[config.mk]
export PLATFORM = sky130hd
export DESIGN_NAME = sha256_stream_hasher_flat
export DESIGN_NICKNAME = d
export VERILOG_FILES = /design/src/hw/rtl/sha_pkg.sv /design/src/hw/rtl/sha_if.sv /design/src/hw/rtl/sha_ram.sv /design/src/hw/rtl/sha256_stream_hasher.sv /design/src/flat_wrapper.sv
export SDC_FILE = /design/constraint.sdc
export NUM_CORES = 2
export LEC_CHECK = 0
export BUFFER_PORTS_ARGS = -buffer_cell sky130_fd_sc_hd__buf_2
export CAP_MARGIN = 25
export CORE_ASPECT_RATIO = 0.6
export CORE_UTILIZATION = 58
export CTS_CLUSTER_SIZE = 14
export DETAILED_ROUTE_END_ITERATION = 7
export PLACE_DENSITY = 0.77
export SYNTH_ARGS = -nofsm -noshare
export SYNTH_HDL_FRONTEND = slang
export SYNTH_HIERARCHICAL = 1
export SYNTH_SLANG_ARGS = --single-unit
[constraint.sdc]
create_clock -name i_clk -period 13.75 [get_ports i_clk]
set_input_delay 3.4375 -clock i_clk [delete_from_list [all_inputs] [get_ports i_clk]]
set_output_delay 3.4375 -clock i_clk [all_outputs]
set_load 0.01 [all_outputs]
[src/hw/rtl/sha_pkg.sv]
// SHA-256 hasher package: sizes, initial hash values, round constants
// and the round functions. Used by sha256_stream_hasher and sha_checker.
package sha_pkg;

    localparam int BLOCK_BYTES  = 64;
    localparam int FILL_W       = $clog2(BLOCK_BYTES);
    localparam int CNT_W        = FILL_W + 1;
    localparam int LEN_POS      = 56;
    localparam int NUM_HASH     = 8;
    localparam int HIDX_W       = $clog2(NUM_HASH);
    localparam int NUM_ROUNDS   = 64;
    localparam int WIN_WORDS    = 16;
    localparam int DUE_W        = 5;

    localparam logic [7:0]        PAD_MARK = 8'h80;
    localparam logic [HIDX_W-1:0] LAST_IDX = HIDX_W'(NUM_HASH - 1);

    typedef logic [31:0] t_word;

    localparam t_word INIT_HASH [NUM_HASH] = '{
        32'h6a09e667, 32'hbb67ae85, 32'h3c6ef372, 32'ha54ff53a,
        32'h510e527f, 32'h9b05688c, 32'h1f83d9ab, 32'h5be0cd19
    };

    localparam t_word ROUND_K [NUM_ROUNDS] = '{
        32'h428a2f98, 32'h71374491, 32'hb5c0fbcf, 32'he9b5dba5,
        32'h3956c25b, 32'h59f111f1, 32'h923f82a4, 32'hab1c5ed5,
        32'hd807aa98, 32'h12835b01, 32'h243185be, 32'h550c7dc3,
        32'h72be5d74, 32'h80deb1fe, 32'h9bdc06a7, 32'hc19bf174,
        32'he49b69c1, 32'hefbe4786, 32'h0fc19dc6, 32'h240ca1cc,
        32'h2de92c6f, 32'h4a7484aa, 32'h5cb0a9dc, 32'h76f988da,
        32'h983e5152, 32'ha831c66d, 32'hb00327c8, 32'hbf597fc7,
        32'hc6e00bf3, 32'hd5a79147, 32'h06ca6351, 32'h14292967,
        32'h27b70a85, 32'h2e1b2138, 32'h4d2c6dfc, 32'h53380d13,
        32'h650a7354, 32'h766a0abb, 32'h81c2c92e, 32'h92722c85,
        32'ha2bfe8a1, 32'ha81a664b, 32'hc24b8b70, 32'hc76c51a3,
        32'hd192e819, 32'hd6990624, 32'hf40e3585, 32'h106aa070,
        32'h19a4c116, 32'h1e376c08, 32'h2748774c, 32'h34b0bcb5,
        32'h391c0cb3, 32'h4ed8aa4a, 32'h5b9cca4f, 32'h682e6ff3,
        32'h748f82ee, 32'h78a5636f, 32'h84c87814, 32'h8cc70208,
        32'h90befffa, 32'ha4506ceb, 32'hbef9a3f7, 32'hc67178f2
    };

    function automatic t_word big_sigma0(input t_word x);
        return {x[1:0], x[31:2]} ^ {x[12:0], x[31:13]} ^ {x[21:0], x[31:22]};
    endfunction

    function automatic t_word big_sigma1(input t_word x);
        return {x[5:0], x[31:6]} ^ {x[10:0], x[31:11]} ^ {x[24:0], x[31:25]};
    endfunction

    function automatic t_word small_sigma0(input t_word x);
        return {x[6:0], x[31:7]} ^ {x[17:0], x[31:18]} ^ (x >> 3);
    endfunction

    function automatic t_word small_sigma1(input t_word x);
        return {x[16:0], x[31:17]} ^ {x[18:0], x[31:19]} ^ (x >> 10);
    endfunction

    function automatic t_word choose(input t_word e, input t_word f, input t_word g);
        return (e & f) ^ (~e & g);
    endfunction

    function automatic t_word majority(input t_word a, input t_word b, input t_word c);
        return (a & b) ^ (a & c) ^ (b & c);
    endfunction

endpackage

[src/hw/rtl/sha_if.sv]
// Valid/ready channel interfaces of the SHA-256 hasher: byte requests in,
// digest words out. No dependencies.
interface sha_in_if;
    logic       valid;
    logic       ready;
    logic [7:0] data_byte;
    logic       byte_present;
    logic       message_end;

    modport source (output valid, data_byte, byte_present, message_end, input ready);
    modport sink   (input valid, data_byte, byte_present, message_end, output ready);
endinterface

interface sha_out_if;
    logic        valid;
    logic        ready;
    logic [31:0] digest_word;
    logic [2:0]  word_index;
    logic        last_word;

    modport source (output valid, digest_word, word_index, last_word, input ready);
    modport sink   (input valid, digest_word, word_index, last_word, output ready);
endinterface

[src/hw/rtl/sha_ram.sv]
// Generic simple dual-port RAM: one write port, one read port with
// registered read data. No dependencies.
module sha_ram #(
    parameter int WIDTH = 8,
    parameter int DEPTH = 64
) (
    input  logic                     i_clk,
    input  logic                     i_we,
    input  logic [$clog2(DEPTH)-1:0] i_waddr,
    input  logic [WIDTH-1:0]         i_wdata,
    input  logic                     i_re,
    input  logic [$clog2(DEPTH)-1:0] i_raddr,
    output logic [WIDTH-1:0]         o_rdata
);
    logic [WIDTH-1:0] r_mem [DEPTH];
    logic [WIDTH-1:0] r_rdata;

    always_ff @(posedge i_clk) begin
        if (i_we) begin
            r_mem[i_waddr] <= i_wdata;
        end
        if (i_re) begin
            r_rdata <= r_mem[i_raddr];
        end
    end

    assign o_rdata = r_rdata;
endmodule

[src/hw/rtl/sha256_stream_hasher.sv]
// SHA-256 over a byte stream; uses sha_pkg, sha_if and sha_ram.
// Byte requests are accepted only in the idle state, not while a block is processed.
// Each full block is loaded through the single read port of the block RAM, compressed
// one round per cycle and written back to the hash RAM. A message end adds up to 72
// padding writes, one or two block compressions, and a read and a load per digest word.
// Reset (synchronous, active low) restores the initial hash values and clears counts.
module sha256_stream_hasher (
    input  logic       i_clk,
    input  logic       i_rst_n,
    sha_in_if.sink     i_in,
    sha_out_if.source  o_out
);
    import sha_pkg::*;

    localparam logic [2:0] S_IDLE   = 3'd0;
    localparam logic [2:0] S_PAD    = 3'd1;
    localparam logic [2:0] S_LOAD   = 3'd2;
    localparam logic [2:0] S_ROUND  = 3'd3;
    localparam logic [2:0] S_FINAL  = 3'd4;
    localparam logic [2:0] S_OUT_RD = 3'd5;
    localparam logic [2:0] S_OUT_LD = 3'd6;

    // Control registers.
    logic [2:0]          r_state,  n_state;
    logic [FILL_W-1:0]   r_fill,   n_fill;
    logic [63:0]         r_bits,   n_bits;
    logic [CNT_W-1:0]    r_cnt,    n_cnt;
    logic                r_msg_end, n_msg_end;
    logic                r_mark,   n_mark;
    logic                r_lenblk, n_lenblk;
    logic [NUM_HASH-1:0] r_hvalid, n_hvalid;
    logic [HIDX_W-1:0]   r_k,      n_k;
    logic                r_ovalid, n_ovalid;

    // Datapath registers.
    t_word               r_w [WIN_WORDS];
    t_word               r_v [NUM_HASH];
    logic                r_hsel;
    logic [HIDX_W-1:0]   r_haddr_q;
    t_word               r_oword;
    logic [HIDX_W-1:0]   r_oidx;
    logic                r_olast;

    // Memory ports.
    logic                b_we, b_re;
    logic [FILL_W-1:0]   b_raddr;
    logic [7:0]          b_wdata, b_q;
    logic                h_we, h_re;
    logic [HIDX_W-1:0]   h_waddr, h_raddr;
    t_word               h_wdata, h_q, h_eff;

    logic                in_acc, out_acc;
    logic [7:0]          len_byte;
    logic                load_shift, hash_shift;
    t_word               t1, t2, w_new;

    sha_ram #(.WIDTH(8), .DEPTH(BLOCK_BYTES)) u_block_ram (
        .i_clk   (i_clk),
        .i_we    (b_we),
        .i_waddr (r_fill),
        .i_wdata (b_wdata),
        .i_re    (b_re),
        .i_raddr (b_raddr),
        .o_rdata (b_q)
    );

    sha_ram #(.WIDTH(32), .DEPTH(NUM_HASH)) u_hash_ram (
        .i_clk   (i_clk),
        .i_we    (h_we),
        .i_waddr (h_waddr),
        .i_wdata (h_wdata),
        .i_re    (h_re),
        .i_raddr (h_raddr),
        .o_rdata (h_q)
    );

    assign i_in.ready        = (r_state == S_IDLE);
    assign in_acc            = i_in.valid && (r_state == S_IDLE);
    assign o_out.valid       = r_ovalid;
    assign o_out.digest_word = r_oword;
    assign o_out.word_index  = r_oidx;
    assign o_out.last_word   = r_olast;
    assign out_acc           = r_ovalid && o_out.ready;

    // A hash entry not written since the last restart reads as its initial value.
    assign h_eff    = r_hsel ? h_q : INIT_HASH[r_haddr_q];
    assign len_byte = r_bits[{~r_fill[2:0], 3'b000} +: 8];

    assign load_shift = (r_state == S_LOAD) && (r_cnt != '0);
    assign hash_shift = load_shift && (r_cnt <= CNT_W'(NUM_HASH));

    assign t1 = r_v[7] + big_sigma1(r_v[4]) + choose(r_v[4], r_v[5], r_v[6])
              + ROUND_K[r_cnt[FILL_W-1:0]] + r_w[0];
    assign t2 = big_sigma0(r_v[0]) + majority(r_v[0], r_v[1], r_v[2]);
    assign w_new = small_sigma1(r_w[14]) + r_w[9] + small_sigma0(r_w[1]) + r_w[0];

    always_comb begin
        n_state   = r_state;
        n_fill    = r_fill;
        n_bits    = r_bits;
        n_cnt     = r_cnt;
        n_msg_end = r_msg_end;
        n_mark    = r_mark;
        n_lenblk  = r_lenblk;
        n_hvalid  = r_hvalid;
        n_k       = r_k;
        n_ovalid  = out_acc ? 1'b0 : r_ovalid;
        b_we      = 1'b0;
        b_wdata   = i_in.data_byte;
        b_re      = 1'b0;
        b_raddr   = r_cnt[FILL_W-1:0];
        h_we      = 1'b0;
        h_waddr   = r_cnt[HIDX_W-1:0] - HIDX_W'(1);
        h_wdata   = h_eff + r_v[0];
        h_re      = 1'b0;
        h_raddr   = r_cnt[HIDX_W-1:0];

        case (r_state)
            S_IDLE: begin
                if (in_acc) begin
                    if (i_in.byte_present) begin
                        b_we   = 1'b1;
                        n_fill = r_fill + FILL_W'(1);
                        n_bits = r_bits + 64'd8;
                    end
                    if (i_in.message_end) begin
                        n_msg_end = 1'b1;
                        n_mark    = 1'b1;
                        n_lenblk  = 1'b0;
                    end
                    if (i_in.byte_present && (r_fill == FILL_W'(BLOCK_BYTES - 1))) begin
                        n_state = S_LOAD;
                        n_cnt   = '0;
                    end else if (i_in.message_end) begin
                        n_state = S_PAD;
                    end
                end
            end
            S_PAD: begin
                b_we = 1'b1;
                if (r_mark) begin
                    b_wdata  = PAD_MARK;
                    n_mark   = 1'b0;
                    // The length fits behind the mark only if the mark sits below it.
                    n_lenblk = (r_fill < FILL_W'(LEN_POS));
                end else if (r_lenblk && (r_fill >= FILL_W'(LEN_POS))) begin
                    b_wdata = len_byte;
                end else begin
                    b_wdata = 8'h00;
                end
                n_fill = r_fill + FILL_W'(1);
                if (r_fill == FILL_W'(BLOCK_BYTES - 1)) begin
                    n_state = S_LOAD;
                    n_cnt   = '0;
                end
            end
            S_LOAD: begin
                b_re  = ~r_cnt[CNT_W-1];
                h_re  = (r_cnt < CNT_W'(NUM_HASH));
                n_cnt = r_cnt + CNT_W'(1);
                if (r_cnt == CNT_W'(BLOCK_BYTES)) begin
                    n_state = S_ROUND;
                    n_cnt   = '0;
                end
            end
            S_ROUND: begin
                n_cnt = r_cnt + CNT_W'(1);
                if (r_cnt == CNT_W'(NUM_ROUNDS - 1)) begin
                    n_state = S_FINAL;
                    n_cnt   = '0;
                end
            end
            S_FINAL: begin
                // Read entry cnt while entry cnt-1 is written back; never the same entry.
                h_re  = (r_cnt < CNT_W'(NUM_HASH));
                h_we  = (r_cnt != '0);
                n_cnt = r_cnt + CNT_W'(1);
                if (r_cnt != '0) begin
                    n_hvalid[h_waddr] = 1'b1;
                end
                if (r_cnt == CNT_W'(NUM_HASH)) begin
                    if (!r_msg_end) begin
                        n_state = S_IDLE;
                    end else if (r_mark) begin
                        n_state = S_PAD;
                    end else if (r_lenblk) begin
                        n_state = S_OUT_RD;
                        n_k     = '0;
                    end else begin
                        n_lenblk = 1'b1;
                        n_state  = S_PAD;
                    end
                end
            end
            S_OUT_RD: begin
                h_raddr = r_k;
                if (!r_ovalid) begin
                    h_re    = 1'b1;
                    n_state = S_OUT_LD;
                end
            end
            S_OUT_LD: begin
                n_ovalid = 1'b1;
                n_k      = r_k + HIDX_W'(1);
                if (r_k == LAST_IDX) begin
                    n_hvalid  = '0;
                    n_bits    = '0;
                    n_msg_end = 1'b0;
                    n_state   = S_IDLE;
                end else begin
                    n_state = S_OUT_RD;
                end
            end
            default: begin
                n_state = S_IDLE;
            end
        endcase
    end

    always_ff @(posedge i_clk) begin
        if (!i_rst_n) begin
            r_state   <= S_IDLE;
            r_fill    <= '0;
            r_bits    <= '0;
            r_cnt     <= '0;
            r_msg_end <= 1'b0;
            r_mark    <= 1'b0;
            r_lenblk  <= 1'b0;
            r_hvalid  <= '0;
            r_k       <= '0;
            r_ovalid  <= 1'b0;
        end else begin
            r_state   <= n_state;
            r_fill    <= n_fill;
            r_bits    <= n_bits;
            r_cnt     <= n_cnt;
            r_msg_end <= n_msg_end;
            r_mark    <= n_mark;
            r_lenblk  <= n_lenblk;
            r_hvalid  <= n_hvalid;
            r_k       <= n_k;
            r_ovalid  <= n_ovalid;
        end
    end

    always_ff @(posedge i_clk) begin
        if (h_re) begin
            r_hsel    <= r_hvalid[h_raddr];
            r_haddr_q <= h_raddr;
        end
        // Bytes stream into the schedule window; byte 0 ends up in the top of word 0.
        if (load_shift) begin
            for (int j = 0; j < WIN_WORDS - 1; j++) begin
                r_w[j] <= {r_w[j][23:0], r_w[j+1][31:24]};
            end
            r_w[WIN_WORDS-1] <= {r_w[WIN_WORDS-1][23:0], b_q};
        end
        if (hash_shift || ((r_state == S_FINAL) && (r_cnt != '0))) begin
            for (int j = 0; j < NUM_HASH - 1; j++) begin
                r_v[j] <= r_v[j+1];
            end
            r_v[NUM_HASH-1] <= h_eff;
        end
        if (r_state == S_ROUND) begin
            for (int j = 0; j < WIN_WORDS - 1; j++) begin
                r_w[j] <= r_w[j+1];
            end
            r_w[WIN_WORDS-1] <= w_new;
            r_v[0] <= t1 + t2;
            r_v[1] <= r_v[0];
            r_v[2] <= r_v[1];
            r_v[3] <= r_v[2];
            r_v[4] <= r_v[3] + t1;
            r_v[5] <= r_v[4];
            r_v[6] <= r_v[5];
            r_v[7] <= r_v[6];
        end
        if (r_state == S_OUT_LD) begin
            r_oword <= h_eff;
            r_oidx  <= r_k;
            r_olast <= (r_k == LAST_IDX);
        end
    end
endmodule

[src/flat_wrapper.sv]
// flat-port wrapper written by rule: the top's interface ports become plain ports
module sha256_stream_hasher_flat import sha_pkg::*;
  (i_clk, i_rst_n, i_in_valid, i_in_data_byte, i_in_byte_present, i_in_message_end, i_in_ready, o_out_valid, o_out_digest_word, o_out_word_index, o_out_last_word, o_out_ready);
  sha_in_if i_in_i ();
  sha_out_if o_out_i ();
  input  logic i_clk;
  input  logic i_rst_n;
  input wire logic [$bits(i_in_i.valid)-1:0] i_in_valid;
  input wire logic [$bits(i_in_i.data_byte)-1:0] i_in_data_byte;
  input wire logic [$bits(i_in_i.byte_present)-1:0] i_in_byte_present;
  input wire logic [$bits(i_in_i.message_end)-1:0] i_in_message_end;
  output wire logic [$bits(i_in_i.ready)-1:0] i_in_ready;
  output wire logic [$bits(o_out_i.valid)-1:0] o_out_valid;
  output wire logic [$bits(o_out_i.digest_word)-1:0] o_out_digest_word;
  output wire logic [$bits(o_out_i.word_index)-1:0] o_out_word_index;
  output wire logic [$bits(o_out_i.last_word)-1:0] o_out_last_word;
  input wire logic [$bits(o_out_i.ready)-1:0] o_out_ready;
  assign i_in_i.valid = i_in_valid;
  assign i_in_i.data_byte = i_in_data_byte;
  assign i_in_i.byte_present = i_in_byte_present;
  assign i_in_i.message_end = i_in_message_end;
  assign i_in_ready = i_in_i.ready;
  assign o_out_valid = o_out_i.valid;
  assign o_out_digest_word = o_out_i.digest_word;
  assign o_out_word_index = o_out_i.word_index;
  assign o_out_last_word = o_out_i.last_word;
  assign o_out_i.ready = o_out_ready;
  sha256_stream_hasher u_core (.i_clk(i_clk), .i_rst_n(i_rst_n), .i_in(i_in_i), .o_out(o_out_i));
endmodule
==> run summary <==
delay-heaviest family, CP: adder cells
Final Hold Vio Count: 0
RSZ-0062 raised after global routing: no
core area: 0.150 mm²
post-cts repair resize count: 0
met3 Resource Use GR: 10.7%
proportion of layout cells with a drive suffix above 1: 9.05%
worst path buffer plus inverter count: 5
Worst-Margin Slew: 1.19 ns
clock tree from TritonCTS: built
Syn Inst Count: 7479
maximum net fanout on the critical path: 40
static leakage: 34.9 nW
Setup Viol. Count Final: 0
CTS root buf: clkbuf_16
total via count after detailed routing: 59500
maximum clock frequency: 90.2 MHz
sequential element share of the synthesized area: 57.5%
fin. max-slew vios: 0
category of the worst setup path capture point: flip-flop
synthesized cell area: 0.0876 mm²
library cell contributing the largest single delay on the critical path: ha_1
count of placed standard cells including taps: 9181
most used routing layer: met1
post-layout net count: 7723
setup TNS: 0 ns
Chip Width: 504 µm
Hold WC Path Type: reg2reg
H-Tree Level Count: 4
number of DRC violations after detailed routing: 0
post-route core utilization: 62.9%
number of buffers inserted to repair setup after CTS: 0
share of the cycle needed by the critical path after routing: 80.6%
worst-skew pair later-pin latency: 0.82 ns
Worst Skew: 0.0346 ns
Critical Path RT: 14.28 ns
Routed wire per std cell: 25.3 µm
count of max-cap constraint violations: 0
Total Routing Usage GR: 31.7%
worst slack, placed: 2.90 ns
Total Power: 11.4 mW
EDFF count, synth: 1616
biggest area consumer among synthesized cells: edfxtp_1
type of the worst setup path: reg2reg
DRT antenna net count: 0
die outline area: 0.153 mm²
area share of the largest cell type after synthesis: 55.4%
Setup crit start kind: flip-flop
IO buf count: 51
number of distinct library cells after synthesis: 94
Syn-to-layout area delta: 7.70%
syn_area_per_cell: 11.7 µm²
leading cell type in the layout, fill and taps excluded: nand2_1
met1 GRT Util: 50.2%
Synthesized Nets: 7867
wire length of the first global-routing pass: 357000 µm
most frequent cells in the layout: nand2_1 (2237), edfxtp_1 (1616), xnor2_1 (305), nor2_1 (298), inv_1 (274)
Post-Route WL: 240000 µm
Worst Setup Slack, final: 2.67 ns
normalized max-slew margin: 20.3%
post-layout min period: 11.08 ns
routability-driven placement congestion ratio: 1.00
ports placed on the boundary: 52
starting utilization of the core area: 58.4%
number of DRC violations after detailed-routing iteration 0: 8570
via density per instance: 6.28
aggregate global routing overflow: 0
met2 layer usage reported by global route: 41.5%
placement row count: 110
CP Data Arrival Time: 11.61 ns
clk sinks: 1708
status: complete, no violations
most common cell type on the critical path: fa_1
antenna violations before repair: 8
P per Cell Area: 121 mW/mm²
filler cell count in the final layout: 11200
die height: 303 µm
number of iterations in the first detailed-routing pass: 6
Clk pin slew, worst setup/hold paths: 0.06 ns
Main synth FF type: edfxtp_1
Async SR Flop Fraction: 0%
maximum resistive drop on vdd: 0.000129 V
placed wire-length estimate: 166000 µm
largest cells by area after synthesis: edfxtp_1 (55%), nand2_1 (9.6%), fa_1 (4.3%)
Ys Warns: 6
clk buf depth: 3
maximum number of pins on one net before global-route repair: 196
flip-flop and latch count after synthesis: 1708
hold buffer count at CTS: 0
vias in the first global route: 55600
Cell Count, Final, Fillers Out: 9470
biggest cell delay along the critical path: 0.85 ns
clock buffer count from CTS: 157
[report_power, final]
group | internal, mW | total (mW) | switching (mW)
clock network | 2.28 | 4.26 | 1.98
logic | 0.550 | 1.45 | 0.899
registers | 5.72 | 5.74 | 0.0252
[final timing paths]
check        slack [ns]                 end  cells after the start          startpoint
max                2.67   u_core/r_v[0][28]                     32     u_core/r_cnt[0]
max reg2reg        2.67   u_core/r_v[0][28]                     32     u_core/r_cnt[0]
min reg2reg        0.47  u_core/r_hvalid[2]                      2  u_core/r_hvalid[2]
min                0.47  u_core/r_hvalid[2]                      2  u_core/r_hvalid[2]
[synthesized netlist by cell type (63+ instances only)]
master    number
nand2_1     2241
edfxtp_1    1616
clkbuf_1     355
nor2_1       306
xnor2_1      305
o21ai_0      278
inv_1        276
a21oi_1      250
fa_1         188
ha_1         186
mux4_2       165
xor2_1       133
a21o_1       119
dfxtp_1       92
mux2_2        84
nand3_1       78
mux2i_1       63
[tightest hold or removal path, stage by stage (launching register included)]
cell and delay (ns):
dfxtp_1 0.32, a21oi_1 0.04, nor2_1 0.07
[registers in the layout (all words and copies together), names as in the netlist, 3 cells and up]
signal and count:
u_core/r_w 512, u_core/u_block_ram/r_mem 512, u_core/r_v 256, u_core/u_hash_ram/r_mem 256
u_core/r_bits 61, u_core/o_out.digest_word 32, u_core/u_hash_ram/o_rdata 32, u_core/r_hvalid 8
u_core/u_block_ram/o_rdata 8, u_core/r_cnt 7, u_core/r_fill 6, u_core/o_out.word_index 3
u_core/r_haddr_q 3, u_core/r_k 3, u_core/r_state 3
[final cells by class]
class | instances | area [µm²] | area share [%]
diodes | 3 | 7.51 | 0.00796
clock inverters | 63 | 563 | 0.597
well taps | 2016 | 2520 | 2.67
clock buffers | 212 | 4250 | 4.51
repair buffers | 145 | 1070 | 1.13
inverters | 283 | 1060 | 1.13
flip-flops and latches | 1708 | 50400 | 53.4
multi-input cells | 5040 | 34400 | 36.5
[per-stage QoR]
stage               hold slack [ns]  cell area, µm²
global placement              0.445           89300
finish                        0.468           94300
detailed placement            0.451           89400
CTS                           0.468           94200
floorplan                     0.431           87600
global route                  0.493           94300
[cells by family (layout without fill, tap and decap cells)]
kind of cell	count (synthesis)	after routing	share of synthesized area (%)
AND/OR/NAND/NOR	2867	2867	13.1
flip-flops	1708	1708	57.5
multiplexers	354	354	7.30
buffers and inverters	731	703	3.41
XOR/XNOR	439	439	4.41
other	0	3	0
adder cells (fa/ha/maj)	376	376	6.98
AO/OA/AOI/OAI	1004	1004	7.23
[routing by layer]
layer | share of wire [%] | up-vias
met5 | 0.027 | -
met4 | 1.8 | 8
met3 | 15 | 333
met2 | 40 | 3722
met1 | 44 | 29400
li1 | - | 26000
Power figures use the tool's default switching activity.
